--- src/hdl/sitda_pkg.sv ---
// Shared types and constants for the signed integer to decimal ascii converter.
// No dependencies; used by every module under hdl.
package sitda_pkg;

  // ascii character width and codes
  localparam int CHAR_BITS = 7;
  localparam int DIGIT_BITS = 4;
  localparam logic [CHAR_BITS-1:0] CHAR_ZERO = 7'd48;
  localparam logic [CHAR_BITS-1:0] CHAR_MINUS = 7'd45;
  localparam logic [CHAR_BITS-1:0] CHAR_NINE = 7'd57;

  // handoff from the bcd converter to the character emitter
  typedef struct packed {
    logic valid;
    logic negative;
  } handoff_t;

endpackage

--- src/hdl/sitda_bcd.sv ---
// Bit-serial binary to bcd converter (shift and add three), one bit per cycle.
// Depends on sitda_pkg for the handoff struct and digit width.
module sitda_bcd #(
  parameter int VALUE_BITS = 32,
  parameter int NUM_DIGITS = 10
) (
  input  logic                                      clk,
  input  logic                                      rst,
  input  logic                                      load,
  input  logic [VALUE_BITS-1:0]                     value,
  output logic                                      running,
  output sitda_pkg::handoff_t                       hand,
  output logic [NUM_DIGITS*sitda_pkg::DIGIT_BITS-1:0] bcd
);

  localparam int BCD_W = NUM_DIGITS * sitda_pkg::DIGIT_BITS;
  localparam int CNT_W = $clog2(VALUE_BITS + 1);

  logic [VALUE_BITS-1:0] mag;
  logic [VALUE_BITS-1:0] mag_in;
  logic [CNT_W-1:0]      cnt;
  logic [BCD_W-1:0]      adjusted;

  // magnitude of the request, most negative value stays 2^(n-1) unsigned
  assign mag_in = value[VALUE_BITS-1] ? (~value + 1'b1) : value;

  // add three to every digit of five or more before the shift
  always_comb begin
    for (int i = 0; i < NUM_DIGITS; i++) begin
      if (bcd[i*sitda_pkg::DIGIT_BITS +: sitda_pkg::DIGIT_BITS] >= 4'd5) begin
        adjusted[i*sitda_pkg::DIGIT_BITS +: sitda_pkg::DIGIT_BITS] =
          bcd[i*sitda_pkg::DIGIT_BITS +: sitda_pkg::DIGIT_BITS] + 4'd3;
      end else begin
        adjusted[i*sitda_pkg::DIGIT_BITS +: sitda_pkg::DIGIT_BITS] =
          bcd[i*sitda_pkg::DIGIT_BITS +: sitda_pkg::DIGIT_BITS];
      end
    end
  end

  // control: load, count shifts, pulse the handoff at the end
  always_ff @(posedge clk) begin
    if (rst) begin
      running <= 1'b0;
      hand <= '0;
      cnt <= '0;
    end else begin
      if (load) begin
        running <= 1'b1;
        cnt <= CNT_W'(VALUE_BITS);
        hand.valid <= 1'b0;
        hand.negative <= value[VALUE_BITS-1];
      end else if (running) begin
        cnt <= cnt - 1'b1;
        running <= (cnt != CNT_W'(1));
        hand.valid <= (cnt == CNT_W'(1));
      end else begin
        hand.valid <= 1'b0;
      end
    end
  end

  // datapath: shift magnitude msb first into the bcd register
  always_ff @(posedge clk) begin
    if (load) begin
      mag <= mag_in;
      bcd <= '0;
    end else if (running) begin
      mag <= {mag[VALUE_BITS-2:0], 1'b0};
      bcd <= {adjusted[BCD_W-2:0], mag[VALUE_BITS-1]};
    end
  end

endmodule

--- src/hdl/sitda_emit.sv ---
// Character emitter: walks the bcd digits msb first, skips leading zeros.
// Depends on sitda_pkg for character codes and the handoff struct.
module sitda_emit #(
  parameter int NUM_DIGITS = 10
) (
  input  logic                                        clk,
  input  logic                                        rst,
  input  sitda_pkg::handoff_t                         hand,
  input  logic [NUM_DIGITS*sitda_pkg::DIGIT_BITS-1:0] bcd,
  output logic                                        active,
  output logic                                        char_valid,
  output logic [sitda_pkg::CHAR_BITS-1:0]             char_code,
  output logic                                        last_char
);

  localparam int BCD_W = NUM_DIGITS * sitda_pkg::DIGIT_BITS;
  localparam int LEFT_W = $clog2(NUM_DIGITS + 1);

  logic [BCD_W-1:0]                  digits;
  logic [LEFT_W-1:0]                 dig_left;
  logic                              neg_pend;
  logic                              started;
  logic [sitda_pkg::DIGIT_BITS-1:0]  top;
  logic                              final_digit;

  assign top = digits[BCD_W-1 -: sitda_pkg::DIGIT_BITS];
  assign final_digit = (dig_left == LEFT_W'(1));

  // a character leaves for the sign, for any digit past the leading zeros, or for the final digit
  assign char_valid = active & (neg_pend | started | (top != '0) | final_digit);
  assign char_code = neg_pend ? sitda_pkg::CHAR_MINUS
                              : sitda_pkg::CHAR_ZERO + {3'b000, top};
  assign last_char = char_valid & ~neg_pend & final_digit;

  // control state
  always_ff @(posedge clk) begin
    if (rst) begin
      active <= 1'b0;
      neg_pend <= 1'b0;
      started <= 1'b0;
      dig_left <= '0;
    end else if (hand.valid) begin
      active <= 1'b1;
      neg_pend <= hand.negative;
      started <= 1'b0;
      dig_left <= LEFT_W'(NUM_DIGITS);
    end else if (active) begin
      if (neg_pend) begin
        neg_pend <= 1'b0;
      end else begin
        dig_left <= dig_left - 1'b1;
        if (top != '0) begin
          started <= 1'b1;
        end
        if (final_digit) begin
          active <= 1'b0;
        end
      end
    end
  end

  // digit shift register, one digit per cycle once the sign has left
  always_ff @(posedge clk) begin
    if (hand.valid) begin
      digits <= bcd;
    end else if (active && !neg_pend) begin
      digits <= digits << sitda_pkg::DIGIT_BITS;
    end
  end

endmodule

--- src/hdl/signed_int_to_decimal_ascii.sv ---
// Top level of the signed integer to decimal ascii converter.
// Depends on sitda_pkg, sitda_bcd and sitda_emit.
//
// Usage:
//   A request is taken at a rising edge where start is high and busy is low;
//   value is sampled there. The block then emits the decimal text of value,
//   one ascii character per char_valid cycle, most significant first: '-'
//   for a negative value, then the digits without leading zeros (zero gives
//   a single '0'). last_char marks the final character. Each character is on
//   char_code for exactly one cycle; the receiver cannot stall it.
// Timing:
//   The bcd converter shifts the magnitude in one bit per cycle; the emitter
//   then walks the NUM_DIGITS digit register one digit per cycle, after the
//   sign when the value is negative. busy stays high from the request until
//   the last character. The sign, or the leading digit slot, is on char_code
//   once the bcd converter hands off; each skipped leading zero delays the
//   first digit.
// Reset:
//   rst (synchronous) drops busy and abandons any conversion in flight.
module signed_int_to_decimal_ascii #(
  parameter int VALUE_BITS = 32
) (
  input  logic                                clk,
  input  logic                                rst,
  input  logic                                start,
  output logic                                busy,
  input  logic signed [VALUE_BITS-1:0]        value,
  output logic                                char_valid,
  output logic [sitda_pkg::CHAR_BITS-1:0]     char_code,
  output logic                                last_char
);

  // decimal digits of 2^(VALUE_BITS-1): floor((n-1)*log10(2)) + 1
  localparam int NUM_DIGITS = ((VALUE_BITS - 1) * 1233) / 4096 + 1;
  localparam int BCD_W = NUM_DIGITS * sitda_pkg::DIGIT_BITS;

  logic                conv_running;
  logic                emit_active;
  logic                load;
  sitda_pkg::handoff_t hand;
  logic [BCD_W-1:0]    bcd;

  assign busy = conv_running | hand.valid | emit_active;
  assign load = start & ~busy;

  // bit-serial binary to bcd
  sitda_bcd #(
    .VALUE_BITS(VALUE_BITS),
    .NUM_DIGITS(NUM_DIGITS)
  ) u_bcd (
    .clk(clk),
    .rst(rst),
    .load(load),
    .value($unsigned(value)),
    .running(conv_running),
    .hand(hand),
    .bcd(bcd)
  );

  // digit-serial character output
  sitda_emit #(
    .NUM_DIGITS(NUM_DIGITS)
  ) u_emit (
    .clk(clk),
    .rst(rst),
    .hand(hand),
    .bcd(bcd),
    .active(emit_active),
    .char_valid(char_valid),
    .char_code(char_code),
    .last_char(last_char)
  );

  // a character only leaves while a request is in flight
  a_char_in_request: assert property (@(posedge clk) disable iff (rst)
    char_valid |-> busy)
    else $error("character emitted while idle");

  // a taken request keeps the block busy
  a_busy_after_load: assert property (@(posedge clk) disable iff (rst)
    load |=> busy)
    else $error("busy not raised after request");

  // the final character ends the run
  a_gap_after_last: assert property (@(posedge clk) disable iff (rst)
    (char_valid && last_char) |=> !char_valid)
    else $error("character emitted after last character");

  // only the sign or a decimal digit is emitted
  a_char_range: assert property (@(posedge clk) disable iff (rst)
    char_valid |-> (char_code == sitda_pkg::CHAR_MINUS) ||
      ((char_code >= sitda_pkg::CHAR_ZERO) && (char_code <= sitda_pkg::CHAR_NINE)))
    else $error("character code out of range");

endmodule

--- config.mk ---
export PLATFORM = sky130hd
export DESIGN_NAME = signed_int_to_decimal_ascii
export DESIGN_NICKNAME = d
export VERILOG_FILES = /design/src/hdl/sitda_pkg.sv /design/src/hdl/sitda_bcd.sv /design/src/hdl/sitda_emit.sv /design/src/hdl/signed_int_to_decimal_ascii.sv
export SDC_FILE = /design/constraint.sdc
export NUM_CORES = 1
export LEC_CHECK = 0
export BUFFER_PORTS_ARGS = -buffer_cell sky130_fd_sc_hd__buf_2
export CAP_MARGIN = 20
export CORE_MARGIN = 8
export CORE_UTILIZATION = 35
export DETAILED_ROUTE_END_ITERATION = 8
export SYNTH_ARGS = -nofsm -noshare
export SYNTH_HDL_FRONTEND = slang
export SYNTH_SLANG_ARGS = --single-unit
--- constraint.sdc ---
create_clock -name clk -period 2.7 [get_ports clk]
set_input_delay 0.54 -clock clk [delete_from_list [all_inputs] [get_ports clk]]
set_output_delay 0.54 -clock clk [all_outputs]
set_load 0.01 [all_outputs]
# == After elaboration in Yosys (flattened, before gate mapping) ==
# Cells that the tools add are included.
# op_classes
add_sub_neg,14
magnitude_cmp,10
n_eq_ne,4
mux,29
bitwise,13
reduce_logical,12
# ops
operator,n
$mux 32,3
$mux 40,2
$mux 4,12
$ge 4x3->1 const B,10
$add 4x2->4 const B,9
$add 32x1->32 const B,1
$not 32->32,1
$mux 6,2
$mux 1,8
$add 6x4->7 const A,1
$mux 7,1
$eq 6x1->1 const B,1
$ne 6x1->1 const B,1
$reduce_bool 2->1,3
$sub 6x1->6 const B,1
$or 1x1->1,5
$and 1x1->1,4
$eq 4x1->1 const B,1
$reduce_and 2->1,2
$reduce_bool 4->1,1
$reduce_or 2->1,2
$sub 4x1->4 const B,1
$add 3x2->3 const B,1
$mux 3,1
other kinds (6),8
# totals
reg_bits,128
in_bits,35
out_inout_bits,10
elab_cells,95

# == Longest topological paths before layout ==
# logic_depth
word_depth,6
mapped_depth,7
ltp_nobuf,7

# == Cells and area by module ==
# Synthesis repeated with hierarchy kept, for this count alone.
# unflattened
hier_cells,651
hier_area_um2,6667.6
# modules_own_cells
mod,instances,cells_per_inst,area_each_um2,seq_area_each_um2
sitda_bcd,1,519,4610.7,1941.9
sitda_emit,1,130,2042.0,1341.3
signed_int_to_decimal_ascii,1,2,15.0,0.0

# == Worst setup path after synthesis ==
# Ideal clock, no wire load.
# synth_timing
kind,input port to flip-flop
startpoint,in value[18]
endpoint,"reg u_bcd.mag[26], data pin"
setup_ps,266
arrival_ps,2296
required_time_ps,2434
path_slack_ps,138
stages,6
path_buffers,1
cell_sequence,or4_4 > or4b_4 > buf_6 > o41ai_2 > xor2_1 > o21ai_1
# synth_via
elab_chain_len,4
# synth_rtl
element,line_no,text
start: declaration,signed_int_to_decimal_ascii.sv:27,"input logic signed [VALUE_BITS-1:0] value,"
$not 32->32,sitda_bcd.sv:25,assign mag_in = value[VALUE_BITS-1] ? (~value + 1'b1) : value;
$add 32x1->32,sitda_bcd.sv:25,
$mux 32,sitda_bcd.sv:25,
$mux 32,sitda_bcd.sv:64,if (load) begin
end signal: assignment,sitda_bcd.sv:65,mag <= mag_in;
end signal: assignment,sitda_bcd.sv:68,"mag <= {mag[VALUE_BITS-2:0], 1'b0};"
end: declaration,sitda_bcd.sv:19,logic [VALUE_BITS-1:0] mag;
# Every way passes these cells.
# A chain may end at the register's enable or synchronous reset.

# == Final worst setup path ==
# layout_timing
startpoint,in value[18]
endpoint,"reg u_bcd.mag[25], data pin"
# The elaborated chain is that of the path after synthesis.

==> qor.yml <==
endpoint_kind: "flop"
p_leak_nw: 2.815
num_rows: 50
grt_pass1_wl_um: 22500
min_path_cells: 2
slew_violations: 0
r2r_setup_slack_ns: 0.82
wl_met2_um: 5899
layout_commonest_cell: "nand2_1"
hp-start: "u_bcd.hand[0]"
wl_per_cell_um: 13.69
status: "completed"
cts.sinks: 128
core_um2: 18710
htree_levels: 4
swShare: 0.2506
synth_area_leaders: "edfxtp_1 32%, dfxtp_1 17%, mux2_2 6.4%"
required_ns: 2.85
layout.nets: 766
switchingPower_mw: 1.239
cts-buffers-inserted: 17
fmax_ghz: 0.4369
drt_iter0_drc: 185
synth-seq-cells: 128
worst_r2r_endpoint: "u_bcd.mag[29]"
dpl_cell_area_um2: 7192
post_cts_buffers: 0
seq_area_frac_synth: 0.4918
holdPathEnd: "u_bcd.hand[0]"
seq_power_share: 0.453
grt_util_all_layers: 0.1152
fin_ws_ns: 0.4113
area_growth_pct: 16.44
grt_pass1_vias: 4666
antenna_found_initial: 0
drive_above_1_share: 0.2031
intPower_mw: 3.704
met1_length_um: 6515
layout_min_cycle_time_ns: 2.289
mostFrequentLayoutCells: "76 x nand2_1, 72 x edfxtp_1, 54 x dfxtp_1"
vias: 4682
postRouteAntennaNets: 0
io_pins: 45
fp.dieH_um: 154.1
grt-ovfl-total: 0
synth.distinct_cells: 43
clkLatencyLatePin_ns: 0.41
synth_top_area_share: 0.3238
drt-total-wl_um: 13050
tns_ns: 0
cts-root-buf: "clkbuf_16"
start_kind: "input port"
tightest_slew_ns: 0.6232
die_w_um: 154.1
cts_tree: "done"
yosysWarnings: 0
rsz0062_at_grt: "no"
drc: 0
drtPass1Iterations: 4
gp_congestion: 0.7752
cts_resized: 0
arrival_ns: 2.44
relSlewSlack: 0.5845
setup_viol: 0
clk_pin_slew_worst_paths_ns: 0.06
met3_length_um: 500
critPathKind: "in2reg"
synth_top_area_cell: "edfxtp_1"
post-place-ws_ns: -0.03018
port_buffers: 42
start_util: 0.3569
power_density_nw_per_um2: 635.9
synth_nets: 720
rr_startpoint: "u_bcd.hand[1]"
ir_drop_v: 0.0004959
totalPowerFinal_mw: 4.943
die_area_um2: 23750
instances_no_fill: 953
synth.avg_cell_area_um2: 10.12
viasPerCell: 4.913
crit_path_max_fanout: 9
syn_area_um2: 6676
n_antenna_cell: 0
hold_viol: 0
reg2reg_depth: 6
top_layer: "met4"
pwr-share-clk: 0.458
final_area_um2: 7774
finalCritPeriodShare: 0.8477
drv_cap: 0
dp.cells: 921
grt_max_degree: 52
finalClockSkew_ns: 0.01048
holdBufCountCts: 0
pwr-share-comb: 0.089
cts_max_path_buffers: 2
hp-class: "reg2reg"
netlist_instances: 660
hpwl_um: 8585
## worst max-delay path by stage
stage / startpoint / to / slack (ns) / cells past startpoint
4_1_cts: value[18] / u_bcd.mag[26] / 0.42 / 6
3_3_place_gp: value[18] / u_bcd.mag[25] / -0.006 / 6
2_1_floorplan: value[18] / u_bcd.mag[26] / 0.14 / 6
6_report: value[18] / u_bcd.mag[25] / 0.41 / 6
5_1_grt: value[18] / u_bcd.mag[25] / 0.33 / 6
3_5_place_dp: value[18] / u_bcd.mag[26] / -0.03 / 6
## logic make-up (layout without fill, tap and decap cells)
kind of cell               count (synthesis)  after routing  synth area share
and+or+nand+nor                          202            202            0.1443
AOI/OAI and AO/OA                        128            128            0.1145
DFF                                      128            128            0.4918
buffers and inverters                     65            124           0.03879
muxes                                     60             60           0.09708
xor gates and xnor gates                  50             50           0.06559
adders and majority gates                 25             25           0.04685
other                                      2              2          0.001125
## final cells by class
| cell class | instances | area, µm² |
|---|---|---|
| Fill cell | 1818 | 10930 |
| Sequential cell | 128 | 3286 |
| Multi-Input combinational cell | 467 | 3148 |
| Clock buffer | 19 | 454.2 |
| Timing Repair Buffer | 60 | 345.3 |
| Tap cell | 234 | 292.8 |
| Clock inverter | 13 | 127.6 |
| Inverter | 32 | 120.1 |
## flip-flops by register name, indices dropped and copies added (netlist names), 2 cells and up
register	flops
u_bcd.bcd	40
u_emit.digits	40
u_bcd.mag	32
u_bcd.cnt	6
u_emit.dig_left	4
u_bcd.hand	2
## power by group through the flow
stage	Combinational, mW	Clock [mW]	Sequential, mW
6_report	0.441	2.26	2.24
5_1_grt	0.502	2.40	2.25
4_1_cts	0.451	2.31	2.24
3_5_place_dp	0.450	0	2.28
3_3_place_gp	0.443	0	2.28
2_1_floorplan	0.312	0	2.27
## worst max-delay path, cell delays in order
cell and delay [ns]:
buf_2 0.10, or4_4 0.53, or4b_4 0.63, o41ai_2 0.39
xor2_1 0.18, o21ai_1 0.07
## cells in the mapped netlist, drive strengths merged
cell / n
nand2b: 15
xnor2: 16
a2111oi: 1
edfxtp: 72
nand2: 78
o311ai: 2
a31oi: 3
nand3: 13
or2: 5
a32o: 1
conb: 2
o211ai: 1
o31ai: 18
a21oi: 37
nor4: 6
dfxtp: 56
ha: 25
o21ai: 58
mux2i: 22
nor2b: 3
buf: 4
o41ai: 6
nor2: 46
or3: 3
nand4: 5
or4b: 1
xor2: 34
nor4b: 1
clkbuf: 29
nor3: 17
inv: 32
or4: 2
mux2: 38
nor3b: 2
and2: 2
a211o: 1
nand4b: 3
## metal layers
| layer | GRT usage | up-vias |
|---|---|---|
| met3 | 0.03251 | 8 |
| met1 | 0.1452 | 2185 |
| met5 | 0 | - |
| met2 | 0.1853 | 68 |
| li1 | - | 2421 |
| met4 | 0.04060 | 0 |
## per-stage QoR
| stage | hold WS [ns] | utilization |
|---|---|---|
| 6_report | 0.4659 | 0.4156 |
| 5_1_grt | 0.4840 | 0.4156 |
| 4_1_cts | 0.4650 | 0.4156 |
| 3_5_place_dp | 0.4562 | 0.3845 |
| 3_3_place_gp | 0.4544 | 0.3845 |
| 2_1_floorplan | 0.4367 | - |
Note: power is estimated with default switching activity, not from simulation.
